--- src/sv/root_directory_entry_parser_defines.svh ---
// assertion macros for the root directory entry parser
// used by the top level; expects i_clk and i_rst_n in the including module
`ifndef ROOT_DIRECTORY_ENTRY_PARSER_DEFINES_SVH
`define ROOT_DIRECTORY_ENTRY_PARSER_DEFINES_SVH

// same-cycle implication, checked out of reset
`define RDEP_ASSERT_NOW(lbl, ante, cons, msg) \
    lbl: assert property (@(posedge i_clk) disable iff (!i_rst_n) (ante) |-> (cons)) \
        else $error(msg);

// next-cycle implication, checked out of reset
`define RDEP_ASSERT_NEXT(lbl, ante, cons, msg) \
    lbl: assert property (@(posedge i_clk) disable iff (!i_rst_n) (ante) |=> (cons)) \
        else $error(msg);

`endif

--- src/sv/rdep_pkg.sv ---
// shared constants, key codes and entry type for the root directory entry parser
// no dependencies
package rdep_pkg;

    localparam int MAX_ENTRIES  = 16;
    localparam int POS_W        = $clog2(MAX_ENTRIES + 1);
    localparam int QUADLET_W    = 32;
    localparam int LEN_W        = 16;
    localparam int ID_W         = 6;
    localparam int VALUE_W      = 24;
    localparam int CODE_W       = 3;
    localparam int TYPE_W       = 2;
    localparam int OFFSET_W     = 25;
    localparam int OUT_FIELDS_W = CODE_W + VALUE_W + TYPE_W + OFFSET_W;
    localparam int OUT_DATA_W   = ((OUT_FIELDS_W + 7) / 8) * 8;

    // key types
    localparam logic [TYPE_W-1:0] TYPE_IMMEDIATE = 2'd0;
    localparam logic [TYPE_W-1:0] TYPE_CSR       = 2'd1;
    localparam logic [TYPE_W-1:0] TYPE_LEAF      = 2'd2;
    localparam logic [TYPE_W-1:0] TYPE_DIRECTORY = 2'd3;

    // key ids
    localparam logic [ID_W-1:0] KEY_TEXT       = 6'h01;
    localparam logic [ID_W-1:0] KEY_VENDOR     = 6'h03;
    localparam logic [ID_W-1:0] KEY_MODEL      = 6'h17;
    localparam logic [ID_W-1:0] KEY_UNIT_SPEC  = 6'h12;
    localparam logic [ID_W-1:0] KEY_UNIT_SW    = 6'h13;
    localparam logic [ID_W-1:0] KEY_LOGICAL    = 6'h14;
    localparam logic [ID_W-1:0] KEY_NODE_CAPS  = 6'h0C;

    // dense key codes
    localparam logic [CODE_W-1:0] CODE_TEXT      = 3'd0;
    localparam logic [CODE_W-1:0] CODE_VENDOR    = 3'd1;
    localparam logic [CODE_W-1:0] CODE_MODEL     = 3'd2;
    localparam logic [CODE_W-1:0] CODE_UNIT_SPEC = 3'd3;
    localparam logic [CODE_W-1:0] CODE_UNIT_SW   = 3'd4;
    localparam logic [CODE_W-1:0] CODE_LOGICAL   = 3'd5;
    localparam logic [CODE_W-1:0] CODE_NODE_CAPS = 3'd6;

    typedef struct packed {
        logic                       recognized;
        logic [CODE_W-1:0]          code;
        logic [VALUE_W-1:0]         value;
        logic [TYPE_W-1:0]          ktype;
        logic signed [OFFSET_W-1:0] offset;
    } t_entry;

endpackage

--- src/sv/rdep_entry_decode.sv ---
// entry quadlet decode: field split, key classification, leaf target offset
// depends on rdep_pkg
module rdep_entry_decode (
    input  logic [rdep_pkg::QUADLET_W-1:0] i_quadlet,
    input  logic [rdep_pkg::POS_W-1:0]     i_index,
    output rdep_pkg::t_entry               o_entry
);
    import rdep_pkg::*;

    always_comb begin
        logic [TYPE_W-1:0]          ktype;
        logic [ID_W-1:0]            id;
        logic [VALUE_W-1:0]         value;
        logic signed [OFFSET_W-1:0] sx;
        logic signed [OFFSET_W-1:0] idx_ext;
        logic                       hit;
        logic [CODE_W-1:0]          code;

        ktype   = i_quadlet[31:30];
        id      = i_quadlet[29:24];
        value   = i_quadlet[VALUE_W-1:0];
        sx      = {value[VALUE_W-1], value};
        idx_ext = {{(OFFSET_W-POS_W){1'b0}}, i_index};
        hit     = 1'b0;
        code    = CODE_TEXT;

        if (id == KEY_TEXT) begin
            // text descriptor only as a leaf
            hit  = (ktype == TYPE_LEAF);
            code = CODE_TEXT;
        end else if (ktype == TYPE_IMMEDIATE) begin
            hit = 1'b1;
            case (id)
                KEY_VENDOR:    code = CODE_VENDOR;
                KEY_MODEL:     code = CODE_MODEL;
                KEY_UNIT_SPEC: code = CODE_UNIT_SPEC;
                KEY_UNIT_SW:   code = CODE_UNIT_SW;
                KEY_LOGICAL:   code = CODE_LOGICAL;
                KEY_NODE_CAPS: code = CODE_NODE_CAPS;
                default:       hit  = 1'b0;
            endcase
        end

        o_entry.recognized = hit;
        o_entry.code       = code;
        o_entry.value      = value;
        o_entry.ktype      = ktype;
        // only a text leaf carries its absolute offset
        o_entry.offset     = (hit && code == CODE_TEXT) ? OFFSET_W'(sx + idx_ext) : '0;
    end

endmodule

--- src/sv/root_directory_entry_parser.sv ---
// root directory entry parser top level: input stage, scan control, result register
// depends on rdep_pkg, rdep_entry_decode and root_directory_entry_parser_defines.svh
//
//  channel | dir | tdata                                     | tuser       | tlast
//  --------+-----+-------------------------------------------+-------------+---------------
//  s       | in  | quadlet[31:0]                             | -           | final_quadlet
//  m       | out | key_code, entry_value, key_kind, tgt_off  | entry_valid | directory_done
//
// one item per cycle sustained while the m side accepts; each quadlet is held in the input register
// and its result, if any, is loaded into the result register when the input stage advances
// the input register still takes one item, if it is empty, while a result waits on a stalled m side
// synchronous active-low reset returns the scan to expecting a header, no clearing pass
// items that produce no result (header with entries, ignored tail) never touch the m side
module root_directory_entry_parser (
    input  logic                             i_clk,
    input  logic                             i_rst_n,
    // slave side
    input  logic                             i_s_tvalid,
    output logic                             o_s_tready,
    input  logic [rdep_pkg::QUADLET_W-1:0]   i_s_tdata,   // quadlet[31:0]
    input  logic                             i_s_tlast,   // final_quadlet
    // master side
    output logic                             o_m_tvalid,
    input  logic                             i_m_tready,
    // key_code[2:0], entry_value[26:3], key_kind[28:27], target_offset[53:29], zero pad
    output logic [rdep_pkg::OUT_DATA_W-1:0]  o_m_tdata,
    output logic                             o_m_tuser,   // entry_valid
    output logic                             o_m_tlast    // directory_done
);
    import rdep_pkg::*;
    `include "root_directory_entry_parser_defines.svh"

    // scan phase codes; the unused code acts as expecting a header
    localparam logic [1:0] PHASE_HEADER = 2'd0;
    localparam logic [1:0] PHASE_SCAN   = 2'd1;
    localparam logic [1:0] PHASE_DRAIN  = 2'd2;

    // input register
    logic                 r_in_valid;
    logic [QUADLET_W-1:0] r_in_q;
    logic                 r_in_fin;

    // scan state
    logic [1:0]       r_phase, n_phase;
    logic [POS_W-1:0] r_pos,   n_pos;
    logic [POS_W-1:0] r_limit, n_limit;

    // result register
    logic   r_out_valid;
    t_entry r_out,      n_out;
    logic   r_out_done, n_out_done;
    logic   n_out_load;

    logic             w_advance;
    logic [POS_W-1:0] w_idx;
    t_entry           w_entry;

    // the input stage moves on when the result register is free or being drained
    assign w_advance  = !r_out_valid || i_m_tready;
    assign o_s_tready = !r_in_valid || w_advance;
    assign w_idx      = POS_W'(r_pos + 1'b1);

    rdep_entry_decode u_decode (
        .i_quadlet (r_in_q),
        .i_index   (w_idx),
        .o_entry   (w_entry)
    );

    always_comb begin
        logic [LEN_W-1:0] len;
        logic             done;

        len        = r_in_q[QUADLET_W-1 -: LEN_W];
        done       = r_in_fin || (w_idx >= r_limit);
        n_phase    = r_phase;
        n_pos      = r_pos;
        n_limit    = r_limit;
        n_out_load = 1'b0;
        n_out      = '0;
        n_out_done = 1'b0;

        if (r_in_valid && w_advance) begin
            case (r_phase)
                PHASE_SCAN: begin
                    n_pos = w_idx;
                    if (done) begin
                        n_phase = r_in_fin ? PHASE_HEADER : PHASE_DRAIN;
                    end
                    if (w_entry.recognized) begin
                        n_out_load = 1'b1;
                        n_out      = w_entry;
                        n_out_done = done;
                    end else if (done) begin
                        // unrecognized entry that closes the scan: bare done mark
                        n_out_load = 1'b1;
                        n_out_done = 1'b1;
                    end
                end
                PHASE_DRAIN: begin
                    // tail past the scan limit is dropped up to the final item
                    if (r_in_fin) begin
                        n_phase = PHASE_HEADER;
                    end
                end
                default: begin
                    // header: clamp directory length to the entry limit
                    n_limit = (len < MAX_ENTRIES) ? POS_W'(len) : POS_W'(MAX_ENTRIES);
                    n_pos   = '0;
                    if (r_in_fin) begin
                        n_phase    = PHASE_HEADER;
                        n_out_load = 1'b1;
                        n_out_done = 1'b1;
                    end else if (len == '0) begin
                        n_phase    = PHASE_DRAIN;
                        n_out_load = 1'b1;
                        n_out_done = 1'b1;
                    end else begin
                        n_phase = PHASE_SCAN;
                    end
                end
            endcase
        end
    end

    always_ff @(posedge i_clk) begin
        if (!i_rst_n) begin
            r_in_valid  <= 1'b0;
            r_out_valid <= 1'b0;
            r_phase     <= PHASE_HEADER;
            r_pos       <= '0;
            r_limit     <= '0;
        end else begin
            if (o_s_tready) begin
                r_in_valid <= i_s_tvalid;
            end
            if (w_advance) begin
                r_out_valid <= n_out_load;
            end
            r_phase <= n_phase;
            r_pos   <= n_pos;
            r_limit <= n_limit;
        end
    end

    // payload registers
    always_ff @(posedge i_clk) begin
        if (i_s_tvalid && o_s_tready) begin
            r_in_q   <= i_s_tdata;
            r_in_fin <= i_s_tlast;
        end
        if (n_out_load) begin
            r_out      <= n_out;
            r_out_done <= n_out_done;
        end
    end

    assign o_m_tvalid = r_out_valid;
    assign o_m_tdata  = {{(OUT_DATA_W-OUT_FIELDS_W){1'b0}},
                         r_out.offset, r_out.ktype, r_out.value, r_out.code};
    assign o_m_tuser  = r_out.recognized;
    assign o_m_tlast  = r_out_done;

    // an unrecognized result exists only to carry the done mark
    `RDEP_ASSERT_NOW(a_bare_result_is_done, r_out_valid && !r_out.recognized, r_out_done, "bare result without done mark")
    // only a text leaf reports a target offset
    `RDEP_ASSERT_NOW(a_offset_only_text, r_out_valid && r_out.code != CODE_TEXT, r_out.offset == '0, "offset on non-text entry")
    // while scanning the position stays below a nonzero limit
    `RDEP_ASSERT_NOW(a_scan_bounds, r_phase == PHASE_SCAN, r_limit != '0 && r_pos < r_limit && r_limit <= POS_W'(MAX_ENTRIES), "scan position out of bounds")
    // a final item in the drain phase returns to header
    `RDEP_ASSERT_NEXT(a_drain_exit, r_in_valid && w_advance && r_in_fin && r_phase == PHASE_DRAIN, r_phase == PHASE_HEADER, "drain did not end on final item")

endmodule

--- config.mk ---
export PLATFORM = sky130hd
export DESIGN_NAME = root_directory_entry_parser
export DESIGN_NICKNAME = d
export VERILOG_FILES = /design/src/sv/rdep_pkg.sv /design/src/sv/rdep_entry_decode.sv /design/src/sv/root_directory_entry_parser.sv
export VERILOG_INCLUDE_DIRS = /design/src /design/src/sv
export SDC_FILE = /design/constraint.sdc
export NUM_CORES = 1
export LEC_CHECK = 0
export BUFFER_PORTS_ARGS = -buffer_cell sky130_fd_sc_hd__buf_2
export CORE_ASPECT_RATIO = 1.75
export CORE_MARGIN = 4
export CORE_UTILIZATION = 25
export DETAILED_ROUTE_END_ITERATION = 8
export GPL_TIMING_DRIVEN = 0
export PLACE_DENSITY_LB_ADDON = 0.25
export SYNTH_ARGS = -nofsm -noshare
export SYNTH_HDL_FRONTEND = slang
export SYNTH_SLANG_ARGS = --single-unit
--- constraint.sdc ---
create_clock -name i_clk -period 4.8 [get_ports i_clk]
set_input_delay 0.96 -clock i_clk [delete_from_list [all_inputs] [get_ports i_clk]]
set_output_delay 0.96 -clock i_clk [all_outputs]
set_load 0.01 [all_outputs]
After elaboration in Yosys (flattened, before gate mapping)
Index checks and enable logic that the tools add are counted.

Input bits: 37. Output and inout bits: 60. Bits in registers: 103. Logic and storage cells: 74.

Mux-type cells: 24. Add/sub/neg operators: 2. Reductions and logical operators: 19. Bitwise gates (word level): 2. Equal/unequal tests: 12. $lt $le $gt $ge: 2.

Operator list (number): $mux W55 (1); $add A24 B6 Y25 (1); $mux W25 (1); $eq A6 B5 Y1 const B (4); $pmux W3 S6 (1); $logic_not A16 Y1 (1); $lt A16 B5 Y1 const B (1); $mux W2 (5); $pmux W5 S2 (1); $mux W1 (9); $eq A6 B1 Y1 const B (1); $eq A6 B2 Y1 const B (1); $eq A6 B4 Y1 const B (1); $mux W3 (2); $reduce_and A2 Y1 (3); $reduce_and A3 Y1 (2); $reduce_or A6 Y1 (1); $add A5 B1 Y5 const B (1); $ge A5 B5 Y1 (1); $mux W5 (1); $eq A2 B2 Y1 const B (2); $ne A2 B2 Y1 const B (2); $pmux W1 S2 (2); $pmux W2 S2 (1); 9 further kinds (15).

Depth between registers and ports, before layout
Depth after elaboration: 8. Depth in mapped cells: 10. Gate-level depth less buffers: 9.

Cells and area by module
A second synthesis with hierarchy kept.

Cells, all modules: 419. Area, all modules: 5041.1 sq um.

Modules (own cells, without submodules): root_directory_entry_parser (sequential area each 2952.8 sq um, area an instance 3953.8 sq um, cells an instance 258, times used 1); rdep_entry_decode (sequential area each 0.0 sq um, area an instance 1087.3 sq um, cells an instance 161, times used 1).

Least setup slack after synthesis
OpenSTA, ideal clock, no wires.

Kind: register to register. From: reg r_pos[0]. To: reg r_out (netlist bit o_m_tdata[0]), enable pin. Arrival: 3.764 ns. Slack: 0.576 ns. Required time: 4.340 ns. Clock period less this slack: 4.224 ns. Buffers on the path: 0. Cell stages (with the launch flop): 10. Library setup time: 0.460 ns. Path through: dfxtp_1 -> ha_1 -> nand3_1 -> xnor2_1 -> ha_1 -> a211oi_1 -> o21ai_0 -> a41o_1 -> nor2_1 -> nor3_2.

Cells in the longest elaborated chain, start to end: 7.

Ends and longest elaborated chain: start: declaration (RTL line root_directory_entry_parser.sv:45) `logic [POS_W-1:0] r_pos, n_pos;`; start signal: assignment (RTL line root_directory_entry_parser.sv:140) `r_pos <= n_pos;`; $add A5 B1 Y5 (RTL line root_directory_entry_parser.sv:61) `assign w_idx = POS_W'(r_pos + 1'b1);`; $ge A5 B5 Y1 (RTL line root_directory_entry_parser.sv:74) `done = r_in_fin || (w_idx >= r_limit);`; $logic_or A1 B1 Y1 (RTL line root_directory_entry_parser.sv:74); $mux W1 (RTL line root_directory_entry_parser.sv:93) `end else if (done) begin`; $mux W1 (RTL line root_directory_entry_parser.sv:89) `if (w_entry.recognized) begin`; $pmux W1 S2 (RTL line root_directory_entry_parser.sv:83) `case (r_phase)`; $mux W1 (RTL line root_directory_entry_parser.sv:82) `if (r_in_valid && w_advance) begin`; net n_out_load (RTL line root_directory_entry_parser.sv:52) `logic n_out_load;`; end signal: assignment (RTL line root_directory_entry_parser.sv:152) `r_out <= n_out;`; end: declaration (RTL line root_directory_entry_parser.sv:50) `t_entry r_out, n_out;`.

The timed path passes the listed nets, and every way through them passes these cells. A chain may end at the register's enable or synchronous reset.

Worst setup path in the final report
From: reg r_pos[0]. To: reg r_out (netlist bit o_m_tdata[14]), enable pin.

Same word-level chain as after synthesis.

==> run summary <==
====================================================================================================
Cell chosen for the clock root                                                             clkbuf_16
TritonRoute pass-1 iters                                                                           4
Core Region                                                                              18600 sq um
Cell row count                                                                                    66
Total global routing overflow                                                                      0
Largest cells by area after synthesis                                                   edfxtp_1, dfxtp_1, and2_1, ha_1, xor2_1
Worst-margin pin slew                                                                       0.908 ns
Count of routing violations after the opening detailed-route iteration                           125
Setup violations, final                                                                            0
Proportion of synthesized chip area in sequential cells                                        62.8%
Effective utilization at floorplan                                                             25.3%
Path type of the worst min-delay path                                                   flop to flop
TritonCTS clock tree                                                                           built
Number of cells traversed by the worst hold path                                                   2
Fill count                                                                                      1896
Number of antenna violations at the first check in global routing                                  0
Max clock buf depth                                                                                2
Number of clock buffers inserted by TritonCTS                                                      9
Arrival time of the worst setup path                                                         3.65 ns
Gate Count Post-Synth                                                                            373
Type of destination of the critical path                                                        flop
Startpoint class of the critical path                                                           flop
Net total in the final layout                                                                    534
Count of cells along the worst register-to-register path                                          12
Mapped Avg Cell Area                                                                      12.6 sq um
Library cell with the highest instance count after synthesis                                edfxtp_1
Worst setup slack after layout                                                               1.21 ns
# hold bufs at CTS                                                                                 0
Maximum level of the CTS H-tree                                                                    3
Fraction of synthesized cell area taken by the top area cell type                              56.9%
Worst Clk Skew                                                                             0.0140 ns
Unrepaired setup endpoints after global routing                                                false
Final number of max-transition violations                                                          0
Area grow syn2layout                                                                           24.2%
Hold slack final                                                                            0.481 ns
Ranking of synthesized cells by instance count                                          edfxtp_1, nor2_1, and2_1, nand2_1
Detailed-route wire length per cell                                                     15.5 microns
Post-Layout Cell Count                                                                           726
Synth async-reset ratio                                                                           0%
Critical path type                                                                      flop to flop
Post-synth EDFFs                                                                                  89
Maximum number of pins on one net before global-route repair                                      34
Number of storage elements in the synthesis netlist                                              103
Count of maximum capacitance violations                                                            0
Die area                                                                                 21100 sq um
Cell type with the highest aggregate area in the netlist                                    edfxtp_1
Synth Cell Area                                                                           4700 sq um
Primary FF master, synth                                                                    edfxtp_1
Setup Fix Bufs, Post-CTS                                                                           0
Clock-pin slew reported for the worst setup and hold paths after clock tree synthesis        0.08 ns
Clock network latency to the later pin of the worst-skew pair                                0.36 ns
Via count of the first global-routing pass                                                      3358
Ratio of cells with drive above 1 in the final layout                                          27.5%
Finished layout cell area                                                                 5840 sq um
Total length of routed wires                                                            11300 microns
Number of vias per cell after detailed routing                                                  4.36
Maximum vdd ir drop                                                                         0.140 mV
Placed Area                                                                               5540 sq um
Antenna Cells                                                                                      0
Pre-CTS WS                                                                                   1.16 ns
Final-report hold violation count                                                                  0
Vertical extent of the die                                                               189 microns
Gpl congestion                                                                                 0.845
GRT Resource Usage Total                                                                       10.9%
Total via count in the routed design                                                            3163
HPWL Detailed                                                                           8830 microns
I/O Buffers                                                                                       94
Syn. warnings                                                                                      0
Shortest period the worst path allows                                                        3.59 ns
Highest attainable clock frequency                                                         0.278 GHz
Count of nets left with antenna violations after detail routing                                    0
Number of distinct standard cells referenced by the synthesized netlist                           55
First-pass GRT wire length                                                              17700 microns
Data required time at the worst endpoint                                                     4.86 ns
Worst slew margin relative to its limit                                                        39.3%
Number of placed cells counting well taps                                                        710
Chip width                                                                               112 microns
Leak Pwr                                                                                     2.07 nW
Power per unit of standard cell area                                                     327 nW/um^2
Status                                                                                  finished clean
Post-route DRC violation count                                                                     0
TritonCTS sink count                                                                             103
Share of the clock period used by the worst path                                               74.8%
Max FO, Critical Path                                                                             16
Number of top-level design ports                                                                  97
Resized cells post-CTS                                                                             0
====================================================================================================
## cells in the final DEF, fill, tap and decap left out, types with 10 or more instances in the layout
master,instances
buf_2,98
edfxtp_1,89
nor2_1,34
and2_1,29
nand2_1,19
inv_1,17
nand3_1,17
xor2_1,16
dfxtp_1,14
ha_1,13
nand4_1,12
xnor2_1,10
## worst paths after layout
path | startpoint | endpoint | slack (ns)
worst min register to register | r_limit[4]$_SDFFE_PN0P_ | r_limit[4]$_SDFFE_PN0P_ | 0.48
worst max-delay path | r_pos[0]$_SDFFE_PN0P_ | o_m_tdata[14]$_SDFFCE_PN0P_ | 1.21
worst max register to register | r_pos[0]$_SDFFE_PN0P_ | o_m_tdata[14]$_SDFFCE_PN0P_ | 1.21
worst min-delay path | r_limit[4]$_SDFFE_PN0P_ | r_limit[4]$_SDFFE_PN0P_ | 0.48
## flip-flops by register name (all words and copies together), names as in the netlist
name	cells
o_m_tuser	1
r_in_valid	1
r_in_fin	1
r_pos	5
o_m_tlast	1
o_m_tvalid	1
r_limit	5
r_phase	2
o_m_tdata	54
r_in_q	32
## through the flow
stage               TNS, ns  power [W]  utilization [%]
finish                    0    0.00191             31.4
global route              0    0.00199             31.4
CTS                       0    0.00194             31.4
detailed placement        0    0.00120             29.8
global placement     -46.54    0.00119             29.5
floorplan                 0    0.00113                -
## kinds of logic (layout without fill, tap and decap cells)
kind of cell	after synthesis	in the layout	synth area share, %
buffers and inverters	29	142	2.98
and+or+nand+nor	155	155	18.4
DFF	103	103	62.8
other	1	3	0.0798
xor gates and xnor gates	26	26	4.84
muxes	1	1	0.213
AOI/OAI and AO/OA	44	44	6.79
adders and majority gates	14	14	3.89
## area by class of cell
cell class	instances	area (sq um)	share of cell area (%)
repair buffers	97	528	9.04
clock buffers	10	229	3.92
multi-input cells	243	1620	27.8
plain buffers	12	76.3	1.31
well taps	238	298	5.10
clock inverters	6	67.6	1.16
flip-flops and latches	103	2950	50.6
inverters	17	63.8	1.09
## per-layer routing
| layer | wire (microns) | vias up | track usage, % |
|---|---|---|---|
| met5 | 0 | - | 0 |
| met4 | 329 | 0 | 5.48 |
| met3 | 424 | 16 | 1.95 |
| met2 | 6490 | 77 | 21.3 |
| met1 | 4030 | 1488 | 10.8 |
| li1 | - | 1582 | - |
## worst max-delay path: stages (launching register included)
cell      delay [ns]
dfxtp_1         0.44
ha_1            0.24
nand3_1         0.11
xnor2_1         0.37
ha_1            0.28
a211oi_1        0.07
o21ai_0         0.18
a41o_1          0.17
nor2_1          0.09
nor3_4          0.76
buf_16          0.23
buf_8           0.16
buf_8           0.17
## power breakdown
part	total [W]	switching, W	internal (W)
Sequential	0.00104	0.0000278	0.00101
Clock	0.000736	0.000329	0.000407
Combinational	0.000135	0.0000794	0.0000553
Total	0.00191	0.000436	0.00147
Note: power is estimated with default switching activity, not from simulation.
